### config.mk
export PLATFORM = sky130hd
export DESIGN_NAME = binary_to_decimal_ascii_flat
export DESIGN_NICKNAME = d
export VERILOG_FILES = /design/src/rtl/bda_pkg.sv /design/src/rtl/bda_if.sv /design/src/rtl/binary_to_decimal_ascii.sv /design/src/rtl/bda_dabble.sv /design/src/flat_wrapper.sv
export SDC_FILE = /design/constraint.sdc
export NUM_CORES = 1
export LEC_CHECK = 0
export ABC_AREA = 0
export BUFFER_PORTS_ARGS = -buffer_cell sky130_fd_sc_hd__buf_2
export CAP_MARGIN = 20
export CORE_MARGIN = 2
export CORE_UTILIZATION = 65
export CTS_CLUSTER_DIAMETER = 50
export DETAILED_ROUTE_END_ITERATION = 7
export PLACE_DENSITY = 0.89
export SKIP_LAST_GASP = 1
export SLEW_MARGIN = 20
export SYNTH_ARGS = -nofsm -noshare
export SYNTH_HDL_FRONTEND = slang
export SYNTH_SLANG_ARGS = --single-unit
### constraint.sdc
create_clock -name clk_i -period 3.96 [get_ports clk_i]
set_input_delay 0.792 -clock clk_i [delete_from_list [all_inputs] [get_ports clk_i]]
set_output_delay 0.792 -clock clk_i [all_outputs]
set_load 0.02 [all_outputs]
### src/rtl/bda_pkg.sv
package bda_pkg;

  // Width of the binary input value.
  localparam int unsigned VALUE_W = 31;

  // Bytes of the output text.
  localparam logic [7:0] ASCII_ZERO = 8'd48;
  localparam logic [7:0] BYTE_CR    = 8'd13;
  localparam logic [7:0] BYTE_EOT   = 8'd4;
  localparam logic [7:0] BYTE_LF    = 8'd10;

  // Control of the BCD shift register by the sequencer.
  typedef struct packed {
    logic clear;     // zero the digits and the overflow flag
    logic step;      // one double dabble step
    logic in_bit;    // binary bit shifted in on a step
    logic saturate;  // force all digits to nine
    logic shift;     // drop the top digit, shift the rest up
  } bda_ctrl_t;

endpackage

### src/rtl/bda_if.sv
interface bda_in_if;
  logic                          valid;
  logic                          ready;
  logic [bda_pkg::VALUE_W-1:0]   value;

  modport source (output valid, output value, input ready);
  modport sink (input valid, input value, output ready);
endinterface

interface bda_out_if;
  logic       valid;
  logic       ready;
  logic [7:0] out_byte;
  logic       last;

  modport source (output valid, output out_byte, output last, input ready);
  modport sink (input valid, input out_byte, input last, output ready);
endinterface

### src/rtl/binary_to_decimal_ascii.sv
// Binary to decimal ASCII text converter.
//
// in_i takes one request: a 31-bit non-negative integer. out_o returns the
// text as a run of bytes: the decimal digits, most significant first and
// without leading zeros, then carriage return, end-of-transmission and line
// feed. last is high on the line feed. A value that needs more than
// MAX_DIGITS digits comes out as MAX_DIGITS nines.
//
// The conversion is a bit-serial double dabble: the value is shifted into a
// BCD register one bit per cycle; then the overflow check runs, leading zero
// digits are dropped one at a time and the zero scan ends, after which the
// digit and terminator bytes follow one per cycle while the receiver is
// ready. in_i is ready again in the cycle after the line feed is taken.
// A stalled receiver holds the current byte and stops the sequence; nothing
// is dropped. Reset empties the output register and returns to idle.
module binary_to_decimal_ascii #(
  parameter int unsigned MAX_DIGITS = 10
) (
  input  logic       clk_i,
  input  logic       rst_ni,
  bda_in_if.sink     in_i,
  bda_out_if.source  out_o
);

  localparam int unsigned BIT_W  = $clog2(bda_pkg::VALUE_W);
  localparam int unsigned NDIG_W = $clog2(MAX_DIGITS + 1);

  typedef enum logic [2:0] {
    ST_IDLE,
    ST_CONV,
    ST_FIX,
    ST_SKIP,
    ST_EMIT,
    ST_TERM,
    ST_DONE
  } state_e;

  typedef enum logic [1:0] {
    TERM_CR,
    TERM_EOT,
    TERM_LF
  } term_e;

  state_e                      state_q;
  term_e                       term_q;
  logic [bda_pkg::VALUE_W-1:0] shreg_q;
  logic [BIT_W-1:0]            bitcnt_q;
  logic [NDIG_W-1:0]           ndig_q;
  logic                        out_valid_q;
  logic [7:0]                  out_byte_q;
  logic                        out_last_q;

  bda_pkg::bda_ctrl_t          ctrl;
  logic [3:0]                  top_digit;
  logic                        ovf;
  logic                        out_free;
  logic                        skip_zero;

  assign out_free  = !out_valid_q || out_o.ready;
  assign skip_zero = (top_digit == 4'd0) && (ndig_q != NDIG_W'(1));

  always_comb begin
    ctrl          = '0;
    ctrl.clear    = (state_q == ST_IDLE) && in_i.valid;
    ctrl.step     = (state_q == ST_CONV);
    ctrl.in_bit   = shreg_q[bda_pkg::VALUE_W-1];
    ctrl.saturate = (state_q == ST_FIX) && ovf;
    ctrl.shift    = ((state_q == ST_SKIP) && skip_zero) ||
                    ((state_q == ST_EMIT) && out_free);
  end

  bda_dabble #(
    .MAX_DIGITS(MAX_DIGITS)
  ) u_dabble (
    .clk_i      (clk_i),
    .rst_ni     (rst_ni),
    .ctrl_i     (ctrl),
    .top_digit_o(top_digit),
    .ovf_o      (ovf)
  );

  always_ff @(posedge clk_i or negedge rst_ni) begin
    if (!rst_ni) begin
      state_q     <= ST_IDLE;
      term_q      <= TERM_CR;
      bitcnt_q    <= '0;
      ndig_q      <= '0;
      out_valid_q <= 1'b0;
    end else begin
      unique case (state_q)
        ST_IDLE: begin
          if (in_i.valid) begin
            bitcnt_q <= '0;
            state_q  <= ST_CONV;
          end
        end
        ST_CONV: begin
          bitcnt_q <= bitcnt_q + BIT_W'(1);
          if (bitcnt_q == BIT_W'(bda_pkg::VALUE_W - 1)) begin
            state_q <= ST_FIX;
          end
        end
        ST_FIX: begin
          ndig_q  <= NDIG_W'(MAX_DIGITS);
          state_q <= ST_SKIP;
        end
        ST_SKIP: begin
          if (skip_zero) begin
            ndig_q <= ndig_q - NDIG_W'(1);
          end else begin
            state_q <= ST_EMIT;
          end
        end
        ST_EMIT: begin
          if (out_free) begin
            out_valid_q <= 1'b1;
            out_byte_q  <= bda_pkg::ASCII_ZERO + {4'd0, top_digit};
            out_last_q  <= 1'b0;
            ndig_q      <= ndig_q - NDIG_W'(1);
            if (ndig_q == NDIG_W'(1)) begin
              term_q  <= TERM_CR;
              state_q <= ST_TERM;
            end
          end
        end
        ST_TERM: begin
          if (out_free) begin
            out_valid_q <= 1'b1;
            unique case (term_q)
              TERM_CR: begin
                out_byte_q <= bda_pkg::BYTE_CR;
                out_last_q <= 1'b0;
                term_q     <= TERM_EOT;
              end
              TERM_EOT: begin
                out_byte_q <= bda_pkg::BYTE_EOT;
                out_last_q <= 1'b0;
                term_q     <= TERM_LF;
              end
              TERM_LF: begin
                out_byte_q <= bda_pkg::BYTE_LF;
                out_last_q <= 1'b1;
                state_q    <= ST_DONE;
              end
              default: begin
                term_q <= TERM_CR;
              end
            endcase
          end
        end
        ST_DONE: begin
          if (out_o.ready) begin
            out_valid_q <= 1'b0;
            state_q     <= ST_IDLE;
          end
        end
        default: begin
          state_q <= ST_IDLE;
        end
      endcase
    end
  end

  // The input is loaded straight into the serial shift register.
  always_ff @(posedge clk_i) begin
    if ((state_q == ST_IDLE) && in_i.valid) begin
      shreg_q <= in_i.value;
    end else if (state_q == ST_CONV) begin
      shreg_q <= shreg_q << 1;
    end
  end

  assign in_i.ready     = (state_q == ST_IDLE);
  assign out_o.valid    = out_valid_q;
  assign out_o.out_byte = out_byte_q;
  assign out_o.last     = out_last_q;

  // A new request is only taken once the previous run has fully drained.
  a_idle_empty: assert property (@(posedge clk_i) disable iff (!rst_ni)
    in_i.ready |-> !out_o.valid)
    else $error("input ready while a byte is still pending");

  a_last_is_lf: assert property (@(posedge clk_i) disable iff (!rst_ni)
    (out_o.valid && out_o.last) |-> (out_o.out_byte == bda_pkg::BYTE_LF))
    else $error("last flag on a byte other than line feed");

  a_emit_digit: assert property (@(posedge clk_i) disable iff (!rst_ni)
    (out_o.valid && (state_q == ST_EMIT)) |->
      ((out_o.out_byte >= bda_pkg::ASCII_ZERO) &&
       (out_o.out_byte <= bda_pkg::ASCII_ZERO + 8'd9)))
    else $error("non-digit byte during digit output");

  a_conv_silent: assert property (@(posedge clk_i) disable iff (!rst_ni)
    ((state_q == ST_CONV) || (state_q == ST_SKIP)) |-> !out_o.valid)
    else $error("output valid during conversion");

  a_digits_left: assert property (@(posedge clk_i) disable iff (!rst_ni)
    ((state_q == ST_SKIP) || (state_q == ST_EMIT)) |-> (ndig_q != '0))
    else $error("digit counter ran out");

endmodule

### src/rtl/bda_dabble.sv
module bda_dabble #(
  parameter int unsigned MAX_DIGITS = 10
) (
  input  logic              clk_i,
  input  logic              rst_ni,
  input  bda_pkg::bda_ctrl_t ctrl_i,
  output logic [3:0]        top_digit_o,
  output logic              ovf_o
);

  localparam int unsigned BCD_W = 4 * MAX_DIGITS;

  logic [BCD_W-1:0] bcd_q, bcd_d;
  logic [BCD_W-1:0] adj;
  logic             ovf_q, ovf_d;

  // Add three to every digit of five or more before the doubling shift.
  always_comb begin
    for (int i = 0; i < MAX_DIGITS; i++) begin
      if (bcd_q[4*i +: 4] >= 4'd5) begin
        adj[4*i +: 4] = bcd_q[4*i +: 4] + 4'd3;
      end else begin
        adj[4*i +: 4] = bcd_q[4*i +: 4];
      end
    end
  end

  always_comb begin
    bcd_d = bcd_q;
    ovf_d = ovf_q;
    priority if (ctrl_i.clear) begin
      bcd_d = '0;
      ovf_d = 1'b0;
    end else if (ctrl_i.step) begin
      bcd_d = {adj[BCD_W-2:0], ctrl_i.in_bit};
      // A bit leaving the top digit means the value needs more digits.
      ovf_d = ovf_q | adj[BCD_W-1];
    end else if (ctrl_i.saturate) begin
      for (int i = 0; i < MAX_DIGITS; i++) begin
        bcd_d[4*i +: 4] = 4'd9;
      end
    end else if (ctrl_i.shift) begin
      bcd_d = bcd_q << 4;
    end
  end

  always_ff @(posedge clk_i or negedge rst_ni) begin
    if (!rst_ni) begin
      ovf_q <= 1'b0;
    end else begin
      ovf_q <= ovf_d;
    end
  end

  always_ff @(posedge clk_i) begin
    bcd_q <= bcd_d;
  end

  assign top_digit_o = bcd_q[BCD_W-1 -: 4];
  assign ovf_o       = ovf_q;

endmodule
### src/flat_wrapper.sv
// flat-port wrapper written by rule: the top's interface ports become plain ports
module binary_to_decimal_ascii_flat 
#(
  parameter int unsigned MAX_DIGITS = 10
)
  (clk_i, rst_ni, in_i_valid, in_i_value, in_i_ready, out_o_valid, out_o_out_byte, out_o_last, out_o_ready);
  bda_in_if in_i_i ();
  bda_out_if out_o_i ();
  input  logic clk_i;
  input  logic rst_ni;
  input wire logic [$bits(in_i_i.valid)-1:0] in_i_valid;
  input wire logic [$bits(in_i_i.value)-1:0] in_i_value;
  output wire logic [$bits(in_i_i.ready)-1:0] in_i_ready;
  output wire logic [$bits(out_o_i.valid)-1:0] out_o_valid;
  output wire logic [$bits(out_o_i.out_byte)-1:0] out_o_out_byte;
  output wire logic [$bits(out_o_i.last)-1:0] out_o_last;
  input wire logic [$bits(out_o_i.ready)-1:0] out_o_ready;
  assign in_i_i.valid = in_i_valid;
  assign in_i_i.value = in_i_value;
  assign in_i_ready = in_i_i.ready;
  assign out_o_valid = out_o_i.valid;
  assign out_o_out_byte = out_o_i.out_byte;
  assign out_o_last = out_o_i.last;
  assign out_o_i.ready = out_o_ready;
  binary_to_decimal_ascii #(.MAX_DIGITS(MAX_DIGITS)) u_core (.clk_i(clk_i), .rst_ni(rst_ni), .in_i(in_i_i), .out_o(out_o_i));
endmodule
==> results.sh, run 1 <==
export IMPL_worst_skew_pair_late_latency_ns=0.36
export IMPL_initial_core_util_pct=67.8
export IMPL_clockBufferDepth=2
export IMPL_placedInstanceArea_um2=5480
export IMPL_synth_seq_area_share_pct=43.7
export IMPL_synth_area_um2=5290
export IMPL_cts_made_buffers=9
export IMPL_total_leakage_power_nw=2.30
export IMPL_clk_pin_slew_worst_paths_ns=0.09
export IMPL_critPathMaxFanout=30
export IMPL_period_minus_slack_ns=3.20
export IMPL_wire_length_of_the_first_global_routing_pass_mm=18.4
export IMPL_synth_avg_cell_area_um2=8.82
export IMPL_detail_route_wirelength_mm=10.7
export IMPL_drt_drc=0
export IMPL_num_nets_final=691
export IMPL_number_of_antenna_violations_at_the_first_check_in_global_routing=0
export IMPL_initialDrtViolationCount=368
export IMPL_timing_hold_worst_class="in -> async"
export IMPL_dieHeight_um=94.2
export IMPL_maxSlewHeadroom_pct=34.5
export IMPL_tritoncts="done"
export IMPL_ctsHtreeMaxLevel=3
export IMPL_timing_final_max_slew_violations=0
export IMPL_number_of_nets_still_failing_antenna_checks_after_routing=0
export IMPL_ys_flop_type="dfxtp_1"
export IMPL_post_cts_buffers=0
export IMPL_netSwitchingPower_mw=1.13
export IMPL_crit_type="reg -> reg"
export IMPL_async_flop_share_pct=17.2
export IMPL_setup_viol=0
export IMPL_ys_types=51
export IMPL_rows=32
export IMPL_synth_warning_count=0
export IMPL_grt_pass1_vias=4299
export IMPL_number_of_flops_mapped_to_enable_cells_by_yosys=37
export IMPL_final_min_period_over_clock_period_pct=80.8
export IMPL_final_core_utilization_pct=72.4
export IMPL_netSwitchingFraction_pct=37.4
export IMPL_drive_above_1_share_pct=11.4
export IMPL_combPwrFrac_pct=34.5
export IMPL_cts_hold_buf=0
export IMPL_sequentialPowerShare_pct=46.2
export IMPL_clockPowerShare_pct=19.3
export IMPL_io_pins=46
export IMPL_syn_to_final_growth_pct=6.86
export IMPL_clock_skew_final_ns=0.0138
export IMPL_dpl_hpwl_mm=7.22
export IMPL_global_route_overflow_total=0
export IMPL_power_density_nw_per_um2=532
export IMPL_port_buffers=43
export IMPL_p_int_mw=1.88
export IMPL_cts_resized=0
export IMPL_cts_root_buffer="clkbuf_8"
export IMPL_setup_worst_path_start_class="flip-flop"
export IMPL_routedWlPerCell_um=14.6
export IMPL_worst_pin_slew_ns=0.979
export IMPL_setup_ws_ns=0.761
export IMPL_antenna_diode_count=0
export IMPL_globalplace_congestion=0.846
export IMPL_stdcell_area_um2=5650
export IMPL_run_status="completed"
export IMPL_grt_max_degree=54
export IMPL_viasPerCell=5.93
export IMPL_vias=4346
export IMPL_cp_data_arrival_time_ns=3.47
export IMPL_vdd_drop_max_mv=0.257
export IMPL_worst_ep_required_time_ns=4.23
export IMPL_totalNegativeSetupSlack_ns=0
export IMPL_drt_pass1_iterations=5
export IMPL_netlist_instances=600
export IMPL_coreArea_um2=7810
export IMPL_report_final_hold_viol_count=0
export IMPL_groute_usage_overall_pct=26.2
export IMPL_drv_cap=0
export IMPL_worstSetupEndpointType="flip-flop"
export IMPL_numClockSinks=93
export IMPL_synth_ff_latch_count=93
export IMPL_pre_cts_ws_ns=0.804
export IMPL_unrepaired_setup_endpoints_after_global_routing="no"
export IMPL_clock_fmax_mhz=313
export IMPL_die_width_um=94.2
export IMPL_fp_dieArea_um2=8880
## layout by cell type (no fill, tap or decap), types with 11 or more instances in the layout
| master | count |
|---|---|
| a21o_1 | 11 |
| a21oi_1 | 27 |
| a221oi_1 | 18 |
| buf_2 | 43 |
| dfrtp_1 | 16 |
| dfxtp_1 | 40 |
| edfxtp_1 | 37 |
| ha_1 | 30 |
| inv_1 | 29 |
| nand2_1 | 140 |
| nand2b_1 | 12 |
| nand3_1 | 22 |
| nor2_1 | 37 |
| nor3_1 | 13 |
| o211ai_1 | 11 |
| o21ai_0 | 34 |
| xnor2_1 | 20 |
## cell families (layout without fill, tap and decap cells)
group | after synthesis | after routing | synth area share [%]
XOR/XNOR | 22 | 22 | 3.64
flip-flops | 93 | 93 | 43.7
adder cells (fa/ha/maj) | 30 | 30 | 7.10
other | 1 | 2 | 0.0709
AND/OR/NAND/NOR | 245 | 245 | 20.5
buffers and inverters | 65 | 95 | 6.10
multiplexers | 10 | 10 | 1.89
AO/OA/AOI/OAI | 134 | 134 | 17.0
## metal layers
layer	vias to the layer above	share of wire (%)	track usage, %
met5	-	0	0
met4	0	1.9	10.4
met3	21	5.4	5.22
met2	157	49	44.9
met1	2036	44	32.3
li1	2132	-	-
## critical path, stage by stage (launching register included)
cell      delay [ns]
dfrtp_1         0.78
nor4bb_4        0.22
or2_1           0.43
a211oi_4        0.87
buf_4           0.44
a221oi_1        0.10
a211oi_1        0.26
## power by group through the flow
stage | Combinational [mW] | Sequential, mW | Clock (mW)
after CTS | 1.04 | 1.38 | 0.588
after detailed placement | 1.03 | 1.40 | 0
after global placement | 0.964 | 1.39 | 0
after floorplan | 0.895 | 1.34 | 0
final | 1.04 | 1.39 | 0.581
after global routing | 1.18 | 1.42 | 0.628
## final timing paths
path | from | to | slack, ns | depth (start not counted)
min in group clk_i | u_core.shreg_q[15] | u_core.shreg_q[16] | 0.53 | 2
worst max-delay path | u_core.state_q[0] | u_core.u_dabble.bcd_q[29] | 0.76 | 6
worst min register to register | u_core.shreg_q[15] | u_core.shreg_q[16] | 0.53 | 2
max in group asynchronous | rst_ni | u_core.u_dabble.ovf_o | 3.35 | 1
worst max register to register | u_core.state_q[0] | u_core.u_dabble.bcd_q[29] | 0.76 | 6
worst min-delay path | rst_ni | u_core.bitcnt_q[0] | 0.34 | 1
## layout make-up
cell class | instances | area, um^2
Sequential cell | 93 | 2310
Inverter | 30 | 113
Timing Repair Buffer | 49 | 260
Multi-Input combinational cell | 443 | 2670
Tap cell | 102 | 128
Fill cell | 557 | 2150
Clock inverter | 6 | 46.3
Clock buffer | 10 | 128
## cell usage after synthesis, drive strengths merged, types with 18 or more instances
cell | number | area share (%)
nand2 | 140 | 9.9
dfxtp | 40 | 15
edfxtp | 37 | 21
nor2 | 37 | 2.6
o21ai | 34 | 3.2
ha | 30 | 7.1
inv | 29 | 2.1
a21oi | 27 | 2.6
nand3 | 22 | 2.1
xnor2 | 20 | 3.3
clkbuf | 19 | 1.3
a221oi | 18 | 3.0
## through the flow
| step | std cells | total power [mW] | hold slack [ns] |
|---|---|---|---|
| floorplan | 601 | 2.23 | 0.464 |
| global placement | 717 | 2.36 | 0.493 |
| detailed placement | 717 | 2.43 | 0.499 |
| CTS | 733 | 3.01 | 0.339 |
| global route | 733 | 3.22 | 0.344 |
| finish | 733 | 3.01 | 0.335 |
## sequential cells by signal, summed over array words and instances, names as in the netlist
| register | count |
|---|---|
| u_core.bitcnt_q | 5 |
| u_core.ndig_q | 4 |
| u_core.out_o.last | 1 |
| u_core.out_o.out_byte | 5 |
| u_core.out_o.valid | 1 |
| u_core.shreg_q | 31 |
| u_core.state_q | 3 |
| u_core.term_q | 2 |
| u_core.u_dabble.bcd_q | 40 |
| u_core.u_dabble.ovf_o | 1 |
(Power assumes the default switching activity.)
==> inputs of run 2 (changes only) <==
Settings changed: ABC_AREA 0 to 1, CORE_UTILIZATION 65 to 61, PLACE_DENSITY 0.89 to 0.84.
Clock period 3.96 ns to 3 ns, I/O delays scaled along.
==> results.sh, run 2 <==
export IMPL_run_status="completed"
export IMPL_largest_register_ff_count=40
export IMPL_tritoncts="done"
export IMPL_worst_r2r_path_depth=8
export IMPL_timing_final_max_slew_violations=0
export IMPL_synth_area_um2=5820
export IMPL_setup_ws_ns=0.673
export IMPL_setup_worst_path_start_class="flip-flop"
export IMPL_number_of_nets_still_failing_antenna_checks_after_routing=0
export IMPL_critPathMaxFanout=29
export IMPL_wire_length_of_the_first_global_routing_pass_mm=22.5
export IMPL_async_flop_share_pct=17.2
export IMPL_path_common_cell="nor2_1"
export IMPL_cts_hold_buf=0
export IMPL_vias=5469
export IMPL_ctsHtreeMaxLevel=3
export IMPL_cts_resized=0
export IMPL_period_minus_slack_ns=2.33
export IMPL_synth_top_cell_area_share_pct=19.3
export IMPL_crit_type="reg -> reg"
export IMPL_synth_warning_count=0
export IMPL_viasPerCell=5.47
export IMPL_synth_seq_area_share_pct=39.7
export IMPL_cts_made_buffers=9
export IMPL_registers_top_by_ff_count="u_core.u_dabble.bcd_q"
export IMPL_final_min_period_over_clock_period_pct=77.6
export IMPL_drive_above_1_share_pct=11.1
export IMPL_worst_pin_slew_ns=0.664
export IMPL_initial_core_util_pct=63.0
export IMPL_number_of_flops_mapped_to_enable_cells_by_yosys=37
export IMPL_synth_largest_area_cell="nand2_1"
export IMPL_layout_cells_most_common="nand2_1"
export IMPL_globalplace_congestion=0.833
export IMPL_synth_avg_cell_area_um2=6.95
export IMPL_power_density_nw_per_um2=1210
export IMPL_post_cts_buffers=0
export IMPL_final_core_utilization_pct=68.0
export IMPL_io_pins=46
export IMPL_pre_cts_ws_ns=0.751
export IMPL_synth_ff_latch_count=93
export IMPL_critPathMaxStageDelay_ns=0.60
export IMPL_stdcell_area_um2=6290
export IMPL_cp_data_arrival_time_ns=2.64
export IMPL_clock_fmax_mhz=430
export IMPL_groute_usage_overall_pct=26.5
export IMPL_report_final_hold_viol_count=0
export IMPL_coreArea_um2=9240
export IMPL_unrepaired_setup_endpoints_after_global_routing="no"
export IMPL_worstPathCellList="inv_1, nand2_1, nand2_2, clkinv_2, nand3_4, inv_2, nor2_1, nor2_1"
export IMPL_worstSetupEndpointType="flip-flop"
export IMPL_grt_max_degree=42
export IMPL_ys_flop_type="dfxtp_1"
export IMPL_placedInstanceArea_um2=6090
export IMPL_fp_dieArea_um2=10300
export IMPL_port_buffers=43
export IMPL_synth_common_cells="nand2_1 (300), nor2_1 (86), inv_1 (84)"
export IMPL_vdd_drop_max_mv=0.495
export IMPL_worst_r2r_setup_slack_ns=0.67
export IMPL_cts_root_buffer="clkbuf_8"
export IMPL_clk_pin_slew_worst_paths_ns=0.11
export IMPL_totalNegativeSetupSlack_ns=0
export IMPL_detail_route_wirelength_mm=12.8
export IMPL_setup_viol=0
export IMPL_syn_to_final_growth_pct=7.97
export IMPL_dieHeight_um=102
export IMPL_worst_ep_required_time_ns=3.31
export IMPL_antenna_diode_count=0
export IMPL_num_nets_final=931
export IMPL_drt_pass1_iterations=6
export IMPL_die_width_um=102
export IMPL_numClockSinks=93
export IMPL_worst_skew_pair_late_latency_ns=0.38
export IMPL_synthTopCellsByArea="nand2_1 (19%), edfxtp_1 (19%), dfxtp_1 (14%)"
export IMPL_number_of_antenna_violations_at_the_first_check_in_global_routing=0
export IMPL_reg_top3="u_core.u_dabble.bcd_q (40), u_core.shreg_q (31)"
export IMPL_p_total_mw=7.61
export IMPL_drt_drc=0
export IMPL_netlist_instances=838
export IMPL_clockBufferDepth=2
export IMPL_global_route_overflow_total=0
export IMPL_clock_skew_final_ns=0.0167
export IMPL_timing_hold_worst_class="in -> async"
export IMPL_maxSlewHeadroom_pct=55.7
export IMPL_drv_cap=0
export IMPL_total_leakage_power_nw=3.29
export IMPL_rows=35
export IMPL_worstReg2RegEnd="u_core.u_dabble.bcd_q[35]"
export IMPL_routedWlPerCell_um=12.8
export IMPL_synth_most_common_cell="nand2_1"
export IMPL_dpl_hpwl_mm=8.61
export IMPL_critPathSlowestCell="dfrtp_1"
export IMPL_grt_pass1_vias=5168
export IMPL_ys_types=34
export IMPL_final_cell_mix="nand2_1 (299), nor2_1 (86), inv_1 (84)"
export IMPL_initialDrtViolationCount=347
export IMPL_r2r_start="u_core.state_q[2]"
## run 2: layout make-up
type / instances / area (um^2)
fill: 806 / 2950
sequential: 93 / 2310
tap: 129 / 161
multi-input combinational: 620 / 2990
timing repair buffer: 51 / 288
clock buffer: 9 / 124
clock inverter: 7 / 72.6
inverter: 91 / 343
## run 2: kinds of logic after synthesis
logic type      Yosys count  synth area share (%)
other cells               1                0.0644
flops                    93                  39.7
xor+xnor                  3                 0.451
simple gates            512                  37.7
fa+ha+maj                30                  6.45
compound gates           73                  6.47
buf+inv                 126                  9.11
## run 2: worst max path at each step
stage	start	endpoint	slack [ns]	depth (start not counted)
2_1_floorplan	u_core.state_q[1]	u_core.shreg_q[0]	0.42	7
3_5_place_dp	u_core.state_q[2]	u_core.u_dabble.bcd_q[35]	0.75	8
6_report	u_core.state_q[2]	u_core.u_dabble.bcd_q[35]	0.67	8
3_3_place_gp	u_core.ndig_q[1]	u_core.u_dabble.bcd_q[12]	0.80	9
4_1_cts	u_core.state_q[2]	u_core.u_dabble.bcd_q[35]	0.69	8
5_1_grt	u_core.state_q[2]	u_core.u_dabble.bcd_q[35]	0.47	8
## run 2: critical path: cells and delay by family, from the launching register on
family | cells | cell delay [ns]
buf+inv | 3 | 0.89
simple gates | 5 | 0.77
flops | 1 | 0.60
## run 2: stage by stage
| step | hold WS [ns] | std cells |
|---|---|---|
| 2_1_floorplan | 0.304 | 839 |
| 6_report | 0.127 | 1000 |
| 3_3_place_gp | 0.499 | 984 |
| 3_5_place_dp | 0.496 | 984 |
| 4_1_cts | 0.134 | 1000 |
| 5_1_grt | 0.139 | 1000 |
## run 2: power by group
part           internal [mW]  total [mW]  switching [mW]
sequential              2.10        2.52           0.417
combinational           1.43        4.24            2.81
clock                  0.332       0.850           0.518
## run 2: metal layers
layer / share of wire (%) / GRT usage, % / vias to the layer above
met5: 0 / 0 / -
met4: 1.6 / 10.8 / 0
met3: 6.6 / 4.42 / 20
met2: 48 / 44.0 / 203
met1: 44 / 34.4 / 2498
li1: - / - / 2748
==> inputs of run 3 (changes only) <==
Settings changed: ABC_AREA 1 to 0, CORE_UTILIZATION 61 to 60, PLACE_DENSITY 0.84 to 0.83.
Clock period 3 ns to 2.2 ns, I/O delays scaled along.
==> results.sh, run 3 (synthesized netlist as in run 1, its figures left out) <==
export IMPL_layout_cells_most_common="nand2_1"
export IMPL_report_final_hold_viol_count=0
export IMPL_grt_max_degree=54
export IMPL_clk_pin_slew_worst_paths_ns=0.09
export IMPL_global_route_overflow_total=0
export IMPL_detail_route_wirelength_mm=12.3
export IMPL_port_buffers=43
export IMPL_vdd_drop_max_mv=0.425
export IMPL_setup_viol=1
export IMPL_final_hold_worst_slack_ns=0.0323
export IMPL_worstReg2RegEnd="u_core.u_dabble.bcd_q[29]"
export IMPL_dieHeight_um=97.9
export IMPL_syn_to_final_growth_pct=15.1
export IMPL_timing_hold_worst_class="in -> async"
export IMPL_run_status="complete, but fails checks"
export IMPL_cts_hold_buf=0
export IMPL_worstSetupEndpointType="flip-flop"
export IMPL_reg_top3="u_core.u_dabble.bcd_q (40), u_core.shreg_q (31)"
export IMPL_worst_ep_required_time_ns=2.44
export IMPL_r2r_start="u_core.ndig_q[1]"
export IMPL_grt_pass1_vias=4495
export IMPL_groute_usage_overall_pct=25.0
export IMPL_number_of_nets_still_failing_antenna_checks_after_routing=0
export IMPL_timing_final_max_slew_violations=0
export IMPL_critPathMaxStageDelay_ns=0.40
export IMPL_period_minus_slack_ns=2.22
export IMPL_clock_fmax_mhz=450
export IMPL_final_cell_mix="nand2_1 (140), buf_2 (43), dfxtp_1 (40)"
export IMPL_maxSlewHeadroom_pct=61.0
export IMPL_use_met3_pct=4.80
export IMPL_vias=4610
export IMPL_fp_dieArea_um2=9580
export IMPL_largest_register_ff_count=40
export IMPL_wire_length_of_the_first_global_routing_pass_mm=20.0
export IMPL_initial_core_util_pct=61.3
export IMPL_grt_busiest_layer="met2"
export IMPL_num_nets_final=731
export IMPL_violations_in_the_final_reports="negative setup slack"
export IMPL_worst_r2r_setup_slack_ns=-0.02
export IMPL_die_width_um=97.9
export IMPL_final_core_utilization_pct=70.5
export IMPL_clockBufferDepth=2
export IMPL_setup_worst_path_start_class="flip-flop"
export IMPL_totalNegativeSetupSlack_ns=-0.0202
export IMPL_viasPerCell=5.92
export IMPL_routedWlPerCell_um=15.8
export IMPL_cts_root_buffer="clkbuf_8"
export IMPL_initialDrtViolationCount=341
export IMPL_coreArea_um2=8640
export IMPL_antenna_diode_count=0
export IMPL_clock_skew_final_ns=0.00931
export IMPL_stdcell_area_um2=6090
export IMPL_io_pins=46
export IMPL_cts_made_buffers=9
export IMPL_n_fill_cell=612
export IMPL_drt_pass1_iterations=5
export IMPL_dpl_hpwl_mm=7.82
export IMPL_p_total_mw=5.90
export IMPL_worst_r2r_path_depth=9
export IMPL_global_route_usage_met2_pct=41.9
export IMPL_ctsHtreeMaxLevel=3
export IMPL_worst_pin_slew_ns=0.585
export IMPL_crit_type="reg -> reg"
export IMPL_cp_data_arrival_time_ns=2.46
export IMPL_drive_above_1_share_pct=17.4
export IMPL_tritoncts="done"
export IMPL_number_of_antenna_violations_at_the_first_check_in_global_routing=0
export IMPL_worst_skew_pair_late_latency_ns=0.36
export IMPL_power_density_nw_per_um2=969
export IMPL_rows=34
export IMPL_drv_cap=0
export IMPL_placedInstanceArea_um2=5690
export IMPL_worstPathCellList="inv_2, ha_1, or3b_4, and3_4, a211oi_4, buf_6, buf_12, a221oi_1, a211oi_1"
export IMPL_registers_top_by_ff_count="u_core.u_dabble.bcd_q"
export IMPL_numClockSinks=93
export IMPL_critPathMaxFanout=11
export IMPL_drt_drc=0
export IMPL_unrepaired_setup_endpoints_after_global_routing="yes"
export IMPL_critPathSlowestCell="dfrtp_1"
export IMPL_globalplace_congestion=0.911
export IMPL_final_min_period_over_clock_period_pct=101
export IMPL_setup_ws_ns=-0.0202
export IMPL_gr_usage_met1_pct=32.8
export IMPL_total_leakage_power_nw=2.53
-- run 3: cell count changes in the layout (fill, tap and decap cells not counted), moves of 19 or more --
cell,previous run,this run
nand2_1,299,140
inv_1,84,27
buf_4,7,37
nor2_1,86,37
xnor2_1,1,20
nand3_1,56,22
nand4_1,43,3
-- run 3: where the power goes --
group / internal (mW) / leakage [nW] / switching (mW) / total [mW]
sequential: 2.10 / 0.736 / 0.379 / 2.48
combinational: 1.10 / 1.70 / 1.14 / 2.24
clock: 0.536 / 0.0935 / 0.639 / 1.17
-- run 3: worst max-delay path: cells and delay by family, from the launching register on --
kind,cells,cell delay (ns)
buffers and inverters,3,0.35
adders and majority gates,1,0.13
AOI/OAI and AO/OA,3,0.65
DFF,1,0.40
and+or+nand+nor,2,0.57
-- run 3: through the flow --
step | worst slack [ns] | cells
2_1_floorplan | 0.0143 | 601
6_report | -0.0202 | 779
3_3_place_gp | 0.0636 | 747
5_1_grt | -0.113 | 779
4_1_cts | -0.0105 | 763
3_5_place_dp | 0.00357 | 747
-- run 3: how the worst max path moves through the flow --
stage / start / endpoint / slack (ns)
2_1_floorplan: u_core.state_q[2] / u_core.shreg_q[0] / 0.01
3_3_place_gp: u_core.ndig_q[1] / u_core.u_dabble.bcd_q[20] / 0.06
5_1_grt: u_core.ndig_q[1] / u_core.u_dabble.bcd_q[29] / -0.11
4_1_cts: u_core.ndig_q[1] / u_core.u_dabble.bcd_q[11] / -0.01
6_report: u_core.ndig_q[1] / u_core.u_dabble.bcd_q[29] / -0.02
3_5_place_dp: u_core.ndig_q[1] / u_core.u_dabble.bcd_q[21] / 0.004
-- run 3: cell type report --
type,count,area (um^2),area share [%]
clock buffers,10,128,2.10
clock inverters,6,71.3,1.17
inverters,30,116,1.91
multi-input cells,443,2690,44.1
flip-flops and latches,93,2310,38.0
well taps,108,135,2.22
repair buffers,89,639,10.5
-- run 3: layer usage --
metal,vias up,wire (um)
met5,-,0
met4,0,186
met3,24,658
met2,164,6260
met1,2204,5220
li1,2218,-
-- run 3: repair_timing --
action / in CTS / in global routing
buffers inserted: 0 / 15
cloned: 0 / 1
pin swaps: 0 / 5
resized for setup: 2 / 10
endpoints found under the setup margin: 5 / 19
